### src/rtl/qfp_pkg.sv
package qfp_pkg;

  // Width of one stored value
  localparam int unsigned VAL_W = 32;

  // Comparison counter width and its saturation point
  localparam int unsigned CMP_W = 12;
  localparam logic [CMP_W-1:0] CMP_MAX = {CMP_W{1'b1}};

  // Default capacity of the element store
  localparam int unsigned MAX_ITEMS_DEF = 16;

endpackage

### src/rtl/qfp_ram.sv
module qfp_ram
  import qfp_pkg::*;
#(
  parameter int unsigned Width = VAL_W,
  parameter int unsigned Depth = MAX_ITEMS_DEF,
  localparam int unsigned AW = $clog2(Depth)
) (
  input  logic             clk_i,
  input  logic             we_i,
  input  logic [AW-1:0]    waddr_i,
  input  logic [Width-1:0] wdata_i,
  input  logic             re_i,
  input  logic [AW-1:0]    raddr_i,
  output logic [Width-1:0] rdata_o
);

  logic [Width-1:0] mem_q [Depth];
  logic [Width-1:0] rdata_q;

  // write port
  always_ff @(posedge clk_i) begin
    if (we_i) begin
      mem_q[waddr_i] <= wdata_i;
    end
  end

  // registered read port
  always_ff @(posedge clk_i) begin
    if (re_i) begin
      rdata_q <= mem_q[raddr_i];
    end
  end

  assign rdata_o = rdata_q;

endmodule

### src/rtl/qfp_seq.sv
module qfp_seq
  import qfp_pkg::*;
#(
  parameter int unsigned MaxItems = MAX_ITEMS_DEF,
  localparam int unsigned IW = $clog2(MaxItems),
  localparam int unsigned CW = $clog2(MaxItems + 1)
) (
  input  logic             clk_i,
  input  logic             rst_ni,
  // input words
  input  logic             in_valid_i,
  output logic             in_stall_o,
  input  logic [VAL_W-1:0] sample_value_i,
  input  logic             final_item_i,
  // result words
  output logic             out_valid_o,
  input  logic             out_stall_i,
  output logic [VAL_W-1:0] sorted_value_o,
  output logic             run_end_o,
  output logic [CMP_W-1:0] comparison_total_o,
  output logic             overflowed_o,
  // element store port
  output logic             em_we_o,
  output logic [IW-1:0]    em_waddr_o,
  output logic [VAL_W-1:0] em_wdata_o,
  output logic             em_re_o,
  output logic [IW-1:0]    em_raddr_o,
  input  logic [VAL_W-1:0] em_rdata_i,
  // range stack port
  output logic             sk_we_o,
  output logic [IW-1:0]    sk_waddr_o,
  output logic [2*IW-1:0]  sk_wdata_o,
  output logic             sk_re_o,
  output logic [IW-1:0]    sk_raddr_o,
  input  logic [2*IW-1:0]  sk_rdata_i
);

  localparam logic [3:0] ST_LOAD  = 4'd0;
  localparam logic [3:0] ST_START = 4'd1;
  localparam logic [3:0] ST_POP   = 4'd2;
  localparam logic [3:0] ST_POPW  = 4'd3;
  localparam logic [3:0] ST_PIV   = 4'd4;
  localparam logic [3:0] ST_ISCAN = 4'd5;
  localparam logic [3:0] ST_JSCAN = 4'd6;
  localparam logic [3:0] ST_SWAP  = 4'd7;
  localparam logic [3:0] ST_FIN   = 4'd8;
  localparam logic [3:0] ST_FIN2  = 4'd9;
  localparam logic [3:0] ST_PUSH2 = 4'd10;
  localparam logic [3:0] ST_ERD   = 4'd11;
  localparam logic [3:0] ST_EOUT  = 4'd12;
  localparam logic [3:0] ST_EWAIT = 4'd13;

  localparam logic [CW-1:0] CAP = CW'(MaxItems);

  logic [3:0]       state_q, state_d;
  logic [CW-1:0]    cnt_q, cnt_d;
  logic [CW-1:0]    sp_q, sp_d;
  logic [CMP_W-1:0] cmp_q, cmp_d;
  logic             ovf_q, ovf_d;
  logic [IW-1:0]    lo_q, lo_d, hi_q, hi_d, i_q, i_d, j_q, j_d, k_q, k_d;
  logic [VAL_W-1:0] pivot_q, pivot_d, ei_q, ei_d, ej_q, ej_d;
  logic             out_valid_q, out_valid_d, out_last_q, out_last_d;
  logic [VAL_W-1:0] out_value_q, out_value_d;

  logic [CMP_W-1:0] cmp_inc;
  logic [CW-1:0]    sp_m1, cnt_m1;
  logic [CW-1:0]    j_w, lo_w, hi_w;
  logic             left_ok, right_ok, left_big;
  logic [2*IW-1:0]  left_rng, right_rng, first_rng, second_rng;
  logic             first_ok, second_ok;
  logic             pivot_ge, pivot_lt;

  // saturating comparison count
  assign cmp_inc = (cmp_q == CMP_MAX) ? cmp_q : cmp_q + 1'b1;
  assign sp_m1   = sp_q - 1'b1;
  assign cnt_m1  = cnt_q - 1'b1;

  // split the range around the final pivot position j
  assign j_w       = CW'(j_q);
  assign lo_w      = CW'(lo_q);
  assign hi_w      = CW'(hi_q);
  assign left_ok   = j_w > lo_w + 1'b1;
  assign right_ok  = j_w + 1'b1 < hi_w;
  assign left_big  = (j_q - lo_q) > (hi_q - j_q);
  assign left_rng  = {lo_q, j_q - 1'b1};
  assign right_rng = {j_q + 1'b1, hi_q};
  assign first_rng  = left_big ? left_rng : right_rng;
  assign first_ok   = left_big ? left_ok : right_ok;
  assign second_rng = left_big ? right_rng : left_rng;
  assign second_ok  = left_big ? right_ok : left_ok;

  // shared signed compare against the pivot
  assign pivot_ge = $signed(em_rdata_i) <= $signed(pivot_q);
  assign pivot_lt = !pivot_ge;

  always_comb begin
    state_d     = state_q;
    cnt_d       = cnt_q;
    sp_d        = sp_q;
    cmp_d       = cmp_q;
    ovf_d       = ovf_q;
    lo_d        = lo_q;
    hi_d        = hi_q;
    i_d         = i_q;
    j_d         = j_q;
    k_d         = k_q;
    pivot_d     = pivot_q;
    ei_d        = ei_q;
    ej_d        = ej_q;
    out_valid_d = out_valid_q;
    out_last_d  = out_last_q;
    out_value_d = out_value_q;
    em_we_o     = 1'b0;
    em_waddr_o  = i_q;
    em_wdata_o  = em_rdata_i;
    em_re_o     = 1'b0;
    em_raddr_o  = i_q;
    sk_we_o     = 1'b0;
    sk_waddr_o  = sp_q[IW-1:0];
    sk_wdata_o  = first_rng;
    sk_re_o     = 1'b0;
    sk_raddr_o  = sp_m1[IW-1:0];

    case (state_q)
      ST_LOAD: begin
        // store the word while room remains, else flag the drop
        if (in_valid_i) begin
          if (cnt_q < CAP) begin
            em_we_o    = 1'b1;
            em_waddr_o = cnt_q[IW-1:0];
            em_wdata_o = sample_value_i;
            cnt_d      = cnt_q + 1'b1;
          end else begin
            ovf_d = 1'b1;
          end
          if (final_item_i) begin
            state_d = ST_START;
          end
        end
      end
      ST_START: begin
        cmp_d = '0;
        k_d   = '0;
        if (cnt_q > CW'(1)) begin
          sk_we_o    = 1'b1;
          sk_waddr_o = '0;
          sk_wdata_o = {{IW{1'b0}}, cnt_m1[IW-1:0]};
          sp_d       = CW'(1);
          state_d    = ST_POP;
        end else begin
          state_d = ST_ERD;
        end
      end
      ST_POP: begin
        // take the next range off the stack, or finish
        if (sp_q == '0) begin
          k_d     = '0;
          state_d = ST_ERD;
        end else begin
          sk_re_o = 1'b1;
          sp_d    = sp_m1;
          state_d = ST_POPW;
        end
      end
      ST_POPW: begin
        lo_d       = sk_rdata_i[2*IW-1:IW];
        hi_d       = sk_rdata_i[IW-1:0];
        i_d        = sk_rdata_i[2*IW-1:IW];
        j_d        = sk_rdata_i[IW-1:0];
        em_re_o    = 1'b1;
        em_raddr_o = sk_rdata_i[2*IW-1:IW];
        state_d    = ST_PIV;
      end
      ST_PIV: begin
        pivot_d    = em_rdata_i;
        em_re_o    = 1'b1;
        em_raddr_o = i_q;
        state_d    = ST_ISCAN;
      end
      ST_ISCAN: begin
        // advance i over values not above the pivot
        em_re_o = 1'b1;
        if (pivot_ge && (i_q < hi_q)) begin
          i_d        = i_q + 1'b1;
          cmp_d      = cmp_inc;
          em_raddr_o = i_q + 1'b1;
        end else begin
          ei_d       = em_rdata_i;
          em_raddr_o = j_q;
          state_d    = ST_JSCAN;
        end
      end
      ST_JSCAN: begin
        // retreat j over values above the pivot
        if (pivot_lt && (j_q > lo_q)) begin
          j_d        = j_q - 1'b1;
          cmp_d      = cmp_inc;
          em_re_o    = 1'b1;
          em_raddr_o = j_q - 1'b1;
        end else if (i_q < j_q) begin
          cmp_d      = cmp_inc;
          em_we_o    = 1'b1;
          em_waddr_o = i_q;
          em_wdata_o = em_rdata_i;
          state_d    = ST_SWAP;
        end else begin
          ej_d    = em_rdata_i;
          state_d = ST_FIN;
        end
      end
      ST_SWAP: begin
        // second half of the swap, then rescan from i
        em_we_o    = 1'b1;
        em_waddr_o = j_q;
        em_wdata_o = ei_q;
        em_re_o    = 1'b1;
        em_raddr_o = i_q;
        state_d    = ST_ISCAN;
      end
      ST_FIN: begin
        em_we_o    = 1'b1;
        em_waddr_o = lo_q;
        em_wdata_o = ej_q;
        state_d    = ST_FIN2;
      end
      ST_FIN2: begin
        // drop the pivot in place and push the larger side first
        em_we_o    = 1'b1;
        em_waddr_o = j_q;
        em_wdata_o = pivot_q;
        if (first_ok && (sp_q < CAP)) begin
          sk_we_o    = 1'b1;
          sk_wdata_o = first_rng;
          sp_d       = sp_q + 1'b1;
        end
        state_d = ST_PUSH2;
      end
      ST_PUSH2: begin
        if (second_ok && (sp_q < CAP)) begin
          sk_we_o    = 1'b1;
          sk_wdata_o = second_rng;
          sp_d       = sp_q + 1'b1;
        end
        state_d = ST_POP;
      end
      ST_ERD: begin
        em_re_o    = 1'b1;
        em_raddr_o = k_q;
        state_d    = ST_EOUT;
      end
      ST_EOUT: begin
        out_valid_d = 1'b1;
        out_value_d = em_rdata_i;
        out_last_d  = (CW'(k_q) + 1'b1) == cnt_q;
        state_d     = ST_EWAIT;
      end
      ST_EWAIT: begin
        // hold the word until taken, then fetch the next or close the set
        if (!out_stall_i) begin
          out_valid_d = 1'b0;
          if (out_last_q) begin
            cnt_d   = '0;
            sp_d    = '0;
            cmp_d   = '0;
            ovf_d   = 1'b0;
            state_d = ST_LOAD;
          end else begin
            k_d        = k_q + 1'b1;
            em_re_o    = 1'b1;
            em_raddr_o = k_q + 1'b1;
            state_d    = ST_EOUT;
          end
        end
      end
      default: begin
        state_d = ST_LOAD;
      end
    endcase
  end

  // control state
  always_ff @(posedge clk_i or negedge rst_ni) begin
    if (!rst_ni) begin
      state_q     <= ST_LOAD;
      cnt_q       <= '0;
      sp_q        <= '0;
      cmp_q       <= '0;
      ovf_q       <= 1'b0;
      out_valid_q <= 1'b0;
      out_last_q  <= 1'b0;
    end else begin
      state_q     <= state_d;
      cnt_q       <= cnt_d;
      sp_q        <= sp_d;
      cmp_q       <= cmp_d;
      ovf_q       <= ovf_d;
      out_valid_q <= out_valid_d;
      out_last_q  <= out_last_d;
    end
  end

  // working registers and payload
  always_ff @(posedge clk_i) begin
    lo_q        <= lo_d;
    hi_q        <= hi_d;
    i_q         <= i_d;
    j_q         <= j_d;
    k_q         <= k_d;
    pivot_q     <= pivot_d;
    ei_q        <= ei_d;
    ej_q        <= ej_d;
    out_value_q <= out_value_d;
  end

  assign in_stall_o         = state_q != ST_LOAD;
  assign out_valid_o        = out_valid_q;
  assign sorted_value_o     = out_value_q;
  assign run_end_o          = out_last_q;
  assign comparison_total_o = cmp_q;
  assign overflowed_o       = ovf_q;

endmodule

### src/rtl/quicksort_first_pivot_counting_core.sv
// Quicksort core with first-element pivot and comparison counting.
//
// Input channel (in_valid_i / in_stall_o): one signed 32-bit word per
// transfer. Words are stored, one per cycle, until a word with
// final_item_i set; up to MaxItems words are kept, later ones are dropped
// and the set is flagged overflowed. The final word starts the sort, and
// in_stall_o stays high until every sorted word has been taken.
// Output channel (out_valid_o / out_stall_i): the stored words in ascending
// order, run_end_o on the last, each carrying the comparison count of this
// sort (saturating at 4095) and the overflow flag.
// Each partition works through scan steps of i and j and through swaps,
// all through one element store read port and one compare; each output
// word is read from the store only after the previous one has been
// taken.
// A stalled result word holds still. Reset empties the set, clears the
// counter and flag and returns to loading; the stores need no clearing.
module quicksort_first_pivot_counting_core
  import qfp_pkg::*;
#(
  parameter int unsigned MaxItems = MAX_ITEMS_DEF,
  localparam int unsigned IW = $clog2(MaxItems)
) (
  input  logic             clk_i,
  input  logic             rst_ni,
  input  logic             in_valid_i,
  output logic             in_stall_o,
  input  logic [VAL_W-1:0] sample_value_i,
  input  logic             final_item_i,
  output logic             out_valid_o,
  input  logic             out_stall_i,
  output logic [VAL_W-1:0] sorted_value_o,
  output logic             run_end_o,
  output logic [CMP_W-1:0] comparison_total_o,
  output logic             overflowed_o
);

  logic             em_we, em_re, sk_we, sk_re;
  logic [IW-1:0]    em_waddr, em_raddr, sk_waddr, sk_raddr;
  logic [VAL_W-1:0] em_wdata, em_rdata;
  logic [2*IW-1:0]  sk_wdata, sk_rdata;

  // sort sequencer
  qfp_seq #(
    .MaxItems(MaxItems)
  ) u_seq (
    .clk_i             (clk_i),
    .rst_ni            (rst_ni),
    .in_valid_i        (in_valid_i),
    .in_stall_o        (in_stall_o),
    .sample_value_i    (sample_value_i),
    .final_item_i      (final_item_i),
    .out_valid_o       (out_valid_o),
    .out_stall_i       (out_stall_i),
    .sorted_value_o    (sorted_value_o),
    .run_end_o         (run_end_o),
    .comparison_total_o(comparison_total_o),
    .overflowed_o      (overflowed_o),
    .em_we_o           (em_we),
    .em_waddr_o        (em_waddr),
    .em_wdata_o        (em_wdata),
    .em_re_o           (em_re),
    .em_raddr_o        (em_raddr),
    .em_rdata_i        (em_rdata),
    .sk_we_o           (sk_we),
    .sk_waddr_o        (sk_waddr),
    .sk_wdata_o        (sk_wdata),
    .sk_re_o           (sk_re),
    .sk_raddr_o        (sk_raddr),
    .sk_rdata_i        (sk_rdata)
  );

  // element store
  qfp_ram #(
    .Width(VAL_W),
    .Depth(MaxItems)
  ) u_elem (
    .clk_i  (clk_i),
    .we_i   (em_we),
    .waddr_i(em_waddr),
    .wdata_i(em_wdata),
    .re_i   (em_re),
    .raddr_i(em_raddr),
    .rdata_o(em_rdata)
  );

  // range stack of low/high index pairs
  qfp_ram #(
    .Width(2 * IW),
    .Depth(MaxItems)
  ) u_stack (
    .clk_i  (clk_i),
    .we_i   (sk_we),
    .waddr_i(sk_waddr),
    .wdata_i(sk_wdata),
    .re_i   (sk_re),
    .raddr_i(sk_raddr),
    .rdata_o(sk_rdata)
  );

`ifndef NO_ASSERTIONS
  // no word is taken in while results are pending
  a_no_load_during_emit: assert property (@(posedge clk_i) disable iff (!rst_ni)
    !(out_valid_o && !in_stall_o))
    else $error("input taken while a result word is pending");

  // the last word of a set closes the output run
  a_run_closes: assert property (@(posedge clk_i) disable iff (!rst_ni)
    out_valid_o && !out_stall_i && run_end_o |=> !out_valid_o && !in_stall_o)
    else $error("output run did not close after its last word");

  // the count and flag hold still while a result word is pending
  a_count_stable: assert property (@(posedge clk_i) disable iff (!rst_ni)
    out_valid_o && $past(out_valid_o) |-> $stable(comparison_total_o)
      && $stable(overflowed_o))
    else $error("comparison count changed during output");
`endif

endmodule
### config.mk
export PLATFORM = sky130hd
export DESIGN_NAME = quicksort_first_pivot_counting_core
export DESIGN_NICKNAME = d
export VERILOG_FILES = /design/src/rtl/qfp_pkg.sv /design/src/rtl/qfp_ram.sv /design/src/rtl/qfp_seq.sv /design/src/rtl/quicksort_first_pivot_counting_core.sv
export SDC_FILE = /design/constraint.sdc
export NUM_CORES = 1
export LEC_CHECK = 0
export ABC_AREA = 1
export BUFFER_PORTS_ARGS = -buffer_cell sky130_fd_sc_hd__buf_2
export CORE_MARGIN = 5
export CORE_UTILIZATION = 35
export CTS_BUF_LIST = sky130_fd_sc_hd__clkbuf_16
export CTS_CLUSTER_DIAMETER = 80
export DETAILED_ROUTE_END_ITERATION = 8
export GPL_ROUTABILITY_DRIVEN = 0
export MAX_ROUTING_LAYER = met4
export PLACE_DENSITY = 0.57
export SYNTH_ARGS = -nofsm -noshare
export SYNTH_HDL_FRONTEND = slang
export SYNTH_HIERARCHICAL = 1
export SYNTH_SLANG_ARGS = --single-unit
### constraint.sdc
create_clock -name clk_i -period 11 [get_ports clk_i]
set_clock_uncertainty 0.15 [all_clocks]
set_input_delay 0 -clock clk_i [delete_from_list [all_inputs] [get_ports clk_i]]
set_output_delay 0 -clock clk_i [all_outputs]
set_load 0.005 [all_outputs]
Yosys cells after proc, flatten, opt, wreduce, memory -nomap -nowiden:

Memories as Yosys holds them, arrays and structs flattened. A register that Yosys moved wholly into a read port is not among the register bits.
Cells that the tools add are included.

* add/sub/neg operators: 14
* $lt $le $gt $ge: 10
* eq/ne operators: 32
* multiplexer cells: 81
* bitwise logic cells: 3
* reduce and logical (&&, ||, !) cells: 30

Operator list (count)
* $pmux 32 s4: 1
* $mux 4: 22
* $mux 12: 6
* $mux 32: 2
* $pmux 4 s13: 1
* $pmux 12 s4: 1
* $mux 5: 8
* $le 32x32->1: 1
* $mux 8: 4
* $pmux 5 s5: 1
* $eq 4x4->1 const B: 6
* $pmux 4 s3: 2
* $mux 1: 23
* $pmux 4 s5: 1
* $reduce_and 5->1: 4
* $eq 4x3->1 const B: 4
* $ne 2x1->1 const B: 8
* $ne 2x2->1 const B: 8
* $pmux 4 s2: 2
* $pmux 8 s2: 1
* $add 4x1->5 const B: 3
* $add 12x1->12 const B: 1
* $add 4x1->4 const B: 3
* $eq 12x12->1 const B: 1
* 33 further kinds: 56

* register bits after elaboration: 177
* RAM bits: 640
* bits of input ports: 37
* output and inout bits: 48
* word-level logic and storage cells: 188
* memories kept: 2

Memories
* u_elem.mem_q: depth 16, bits a word 32, read ports 1, clocked after memory_dff 1, write ports 1, RTL line qfp_ram.sv:17 `logic [Width-1:0] mem_q [Depth];`
* u_stack.mem_q: depth 16, bits a word 8, read ports 1, clocked after memory_dff 1, write ports 1, RTL line qfp_ram.sv:17

Longest topological paths before layout:

* depth in word-level cells: 8
* gate-level depth with buffers: 30
* depth with buffers taken out: 27

By module:

Netlist, hierarchy kept.

By module, submodules not included
* qfp_ram (u_elem): times used 1, cells each 2120, area an instance 23064.6 µm², seq. area each 16335.7 µm²
* qfp_seq: times used 1, cells each 1044, area an instance 10118.5 µm², seq. area each 5170.0 µm²
* qfp_ram (u_stack): times used 1, cells each 551, area an instance 5846.9 µm², seq. area each 4083.9 µm²

Worst setup path after synthesis:

No wires, ideal clock.

* path type: reg2reg
* from: register u_seq.j_q[0]
* to: memory u_elem/mem_q[12][0] (netlist name) (enable)
* setup time: 0.421 ns
* arrival time: 3.554 ns
* data required time: 10.429 ns
* slack: 6.875 ns
* cell stages (with the launch flop): 12
* buffers on the path: 0
* period minus slack after synthesis: 4.125 ns
* cells stage by stage: edfxtp_1 inv_1 ha_1 inv_1 fa_1 a31oi_1 nor2_1 nand4_4 inv_1 o21ai_0 nand3_1 nor2_1

* word-level cells in the longest chain between the ends: 6
* elaborated cells on any way between the ends: 9
* those cells by class: order compare: 2; mux: 6; reduce/logical: 1

Ends and longest elaborated chain
* start, declared: RTL line qfp_seq.sv:60 `logic [IW-1:0] lo_q, lo_d, hi_q, hi_d, i_q, i_d, j_q, j_d, k_q, k_d;`
* start signal, assigned: RTL line qfp_seq.sv:307 `j_q <= j_d;`
* $lt 4x4->1 or $gt 4x4->1 (tied branches): RTL line qfp_seq.sv:200, qfp_seq.sv:195
* $mux 1 or $logic_and 1x1->1 (tied branches): RTL line qfp_seq.sv:200, qfp_seq.sv:195
* $mux 1 *: RTL line qfp_seq.sv:195 `if (pivot_lt && (j_q > lo_q)) begin`
* $pmux 1 s3 *: RTL line qfp_seq.sv:124 `case (state_q)`
* via em_we: RTL line quicksort_first_pivot_counting_core.sv:37 `logic em_we, em_re, sk_we, sk_re;`
* $mux 1 *: RTL line qfp_ram.sv:22 `if (we_i) begin`
* $mux 1 (implied by the code) *: RTL line qfp_ram.sv:23 `mem_q[waddr_i] <= wdata_i;`
* end, declared: RTL line qfp_ram.sv:17

The timed path passes the listed nets; every way through them passes the cells marked *.

Worst setup path in the final report:

* from: register u_elem.rdata_q[10], in the netlist u_elem/rdata_o[10], read port of u_elem.mem_q
* to: register u_elem.rdata_q[15], in the netlist u_elem/rdata_o[15], read port of u_elem.mem_q, data pin

* word-level cells in the longest chain between the ends: 5
* elaborated cells on any way between the ends: 9
* those cells by class: order compare: 1; mux: 5; reduce/logical: 3

Ends and longest elaborated chain
* start, declared: RTL line qfp_ram.sv:18 `logic [Width-1:0] rdata_q;`
* $le 32x32->1 *: RTL line qfp_seq.sv:93 `assign pivot_ge = $signed(em_rdata_i) <= $signed(pivot_q);`
* $logic_not 1->1: RTL line qfp_seq.sv:94 `assign pivot_lt = !pivot_ge;`
* $logic_and 1x1->1: RTL line qfp_seq.sv:195
* $mux 4: RTL line qfp_seq.sv:195
* $pmux 4 s5 *: RTL line qfp_seq.sv:124
* via em_raddr[0]: RTL line quicksort_first_pivot_counting_core.sv:38 `logic [IW-1:0] em_waddr, em_raddr, sk_waddr, sk_raddr;`

Marked as above.
A chain may end at the register's enable or synchronous reset.

==> results.md <==
- Nets@finish: 3906
- Antenna violations before repair: 1
- Register bit total from synthesis: ~860
- Worst vdd ir: 0.3359 mV
- Number of post-CTS setup repair buffers: 0
- Synth async-reset ratio: 0.03384
- Largest net degree at the start of global routing: 165
- Req. time, crit path: 11.23 ns
- RSZ-0062 raised after global routing: no
- Top_reg_cell synth: edfxtp_1
- Initial core utilization: 0.3527
- Critical setup path kind: reg2reg
- Final std cells w/o fill: 5358
- Final Critical Period: 5.926 ns
- Root buffer cell: clkbuf_16
- Min Hold Slack: 0.03719 ns
- Power Dens Cells: 303.4 nW/um2
- Final Cycle Share: 0.5387
- Mapped Cells: approximately 3700
- DR WL/cell: between 15 and 20 um
- Most frequent cells in the layout: nand2_1, edfxtp_1, inv_1, nand3_1, nor2_1
- TritonCTS clock tree: built
- Dpl hpwl: 57.88 mm
- Hold Crit Class: in2reg
- Post-synthesis sequential area ratio: 0.6556
- Worst-case reg-to-reg path depth: 21
- DIE HEIGHT: 343.9 um
- Layout fillers: roughly 11000
- Port-buffer cells: 84
- Area of the multi-input gates: 10250 um2
- Max-slew violation count: 0
- Leakage: between 0.015 and 0.02 uW
- First-pass GRT wire length: approximately 150 mm
- Final antenna-violating net count: 0
- Post-CTS Hold Buffers: 15
- Final instance area: roughly 44000 um2
- TritonCTS buffer count: 85
- Via count: 26050
- 1st-iter DRT viols: 2243
- M3 GR Usage: 0.02539
- Die Footprint: ~120000 um2
- Clk sink count: 857
- Met2 Track Usage GR: 0.2841
- Worst slew pin tran: 1.247 ns
- Cts repair resizes: 0
- YS warnings: 6
- # placed instances: 5184
- Chip Width: ~340 um
- Post-DP Area: 40890 um2
- Final setup viols: 0
- CTS clk-pin slew, worst paths: 0.07 ns
- Met1 usage: 0.2332
- H-tree depth: 3
- Max Cap Viol: 0
- Final hold violation count: 0
- Critical path launch point type: flip-flop
- Num rows: 122
- CP Data Arrival Time: a little over 6 ns
- TritonRoute pass-1 iters: 5
- Post-synth EDFFs: between 800 and 900
- Largest area contributor in the netlist: edfxtp_1
- Gr busiest metal: met2
- Latest clock arrival within the worst-skew pair: 0.66 ns
- Top-area cell type share of the netlist area: 0.6370
- I/O pin cnt: 85
- Total track usage: 0.1760
- DRC: 0
- Syn_area_per_cell: between 10 and 15 um2
- Status: completed
- Area Overhead vs Synth: 12.18%
- Core Area: 110700 um2
- Crit. End Element: flip-flop
- Max_slew headroom: 0.1648
- Setup TNS: 0 ns
- Max FO, Critical Path: 164
- Total grt overflow: 0
- Vias in the first global route: 24820
- WL final: 102.6 mm
- Most common cell after layout, fill and taps aside: nand2_1
- Ranking of synthesized cells by area: edfxtp_1, nand2_1, nand3_1, inv_1, ha_1
- Share of layout cells above drive strength 1: 0.08790
- Synthesized cell area: 39030 um2
- Bufs on Longest Clock Path: 3
- Count of different cell masters after synthesis: 59
- Register Area: approximately 26000 um2
- Worst hold stages: 3
- Max frequency: 168.7 MHz
- Syn_nets: 3823
- Vias/cell: 4.861
[Yosys cell counts, types with 13 or more instances]
cell type / number
a21oi_1: 35
a221oi_1: 32
buf_1: 15
buf_2: 60
buf_4: 13
buf_6: 35
clkbuf_1: 26
dfrtp_1: 29
edfxtp_1: 828
ha_1: 69
inv_1: 617
inv_2: 17
nand2_1: 1048
nand3_1: 542
nor2_1: 142
o21ai_0: 41
xor2_1: 19
[cell families (layout without fill, tap and decap cells)]
kind of cell	count (synthesis)	count (layout)	synth area share
flops	857	857	0.6556
fa+ha+maj	71	71	0.02315
xor+xnor	30	30	0.006732
other cells	0	2	0
simple gates	1798	1798	0.1980
compound gates	171	171	0.02953
buf+inv	788	941	0.08700
[metrics by stage]
stage               utilization  total power, uW  setup slack [ns]
finish                   0.3956            13290             5.074
global route             0.3956            14110             4.716
CTS                      0.3956            13330             5.096
detailed placement       0.3695            10450             5.118
global placement         0.3695            10390             5.209
floorplan                     -             8733             6.875
[critical path, cell delays in order, from the launching register on]
cell      delay, ns
edfxtp_1       0.53
ha_1           0.37
nand4_1        0.14
nor3_2         0.42
nand2_1        0.11
nand2_1        0.12
nand2_2        0.08
nand2_2        0.06
nand2_2        0.08
nand3_4        0.11
nand2_4        0.09
nand2_8        0.09
nor2_1         0.05
nor2_1         0.20
nand3_4        0.47
inv_8          0.89
buf_4          0.91
nand2_1        0.14
nand3_1        0.12
nand3_1        0.08
nand3_1        0.15
nand2_1        0.12
[final cells by class]
type / count / share of cell area
antenna: 2 / 0.0001143
clock buffer: 86 / 0.04915
clock inverter: 71 / 0.01315
inverter: 636 / 0.05481
multi-input combinational: 2070 / 0.2341
sequential: 857 / 0.5845
tap: 1488 / 0.04252
timing repair buffer: 148 / 0.02166
[final timing paths]
check | startpoint | to | slack, ns
max in group asynchronous | rst_ni | u_seq/comparison_total_o[11]$_DFFE_PN0P_ | 10.28
min | sample_value_i[24] | u_elem/mem_q[11][24]$_DFFE_PP_ | 0.04
min reg2reg | u_stack/rdata_o[3]$_DFFE_PP_ | u_seq/hi_q[3]$_DFFE_PP_ | 0.30
max reg2reg | u_elem/rdata_o[10]$_DFFE_PP_ | u_elem/rdata_o[15]$_DFFE_PP_ | 5.07
min in group asynchronous | rst_ni | u_seq/run_end_o$_DFFE_PN0P_ | 0.25
max | u_elem/rdata_o[10]$_DFFE_PP_ | u_elem/rdata_o[15]$_DFFE_PP_ | 5.07
[power breakdown]
group | switching [uW] | internal, uW | total [uW]
sequential | 231 | 4760 | 4990
combinational | 4050 | 1390 | 5440
clock | 1240 | 1620 | 2860
[routing by layer]
metal,vias to the layer above,routed length [um]
met3,144,6714
met1,12610,44250
met5,-,0
li1,12440,-
met2,851,49060
met4,0,2552
[registers in the layout, summed over array words and instances (netlist names), 5 cells and up]
register	flops
u_stack/mem_q	128
u_seq/pivot_q	32
u_seq/cnt_q	5
u_seq/sorted_value_o	32
u_seq/ej_q	32
u_stack/rdata_o	8
u_elem/rdata_o	32
u_seq/sp_q	5
u_seq/comparison_total_o	12
u_seq/ei_q	32
u_elem/mem_q	512
Note: power is estimated with default switching activity, not from simulation.
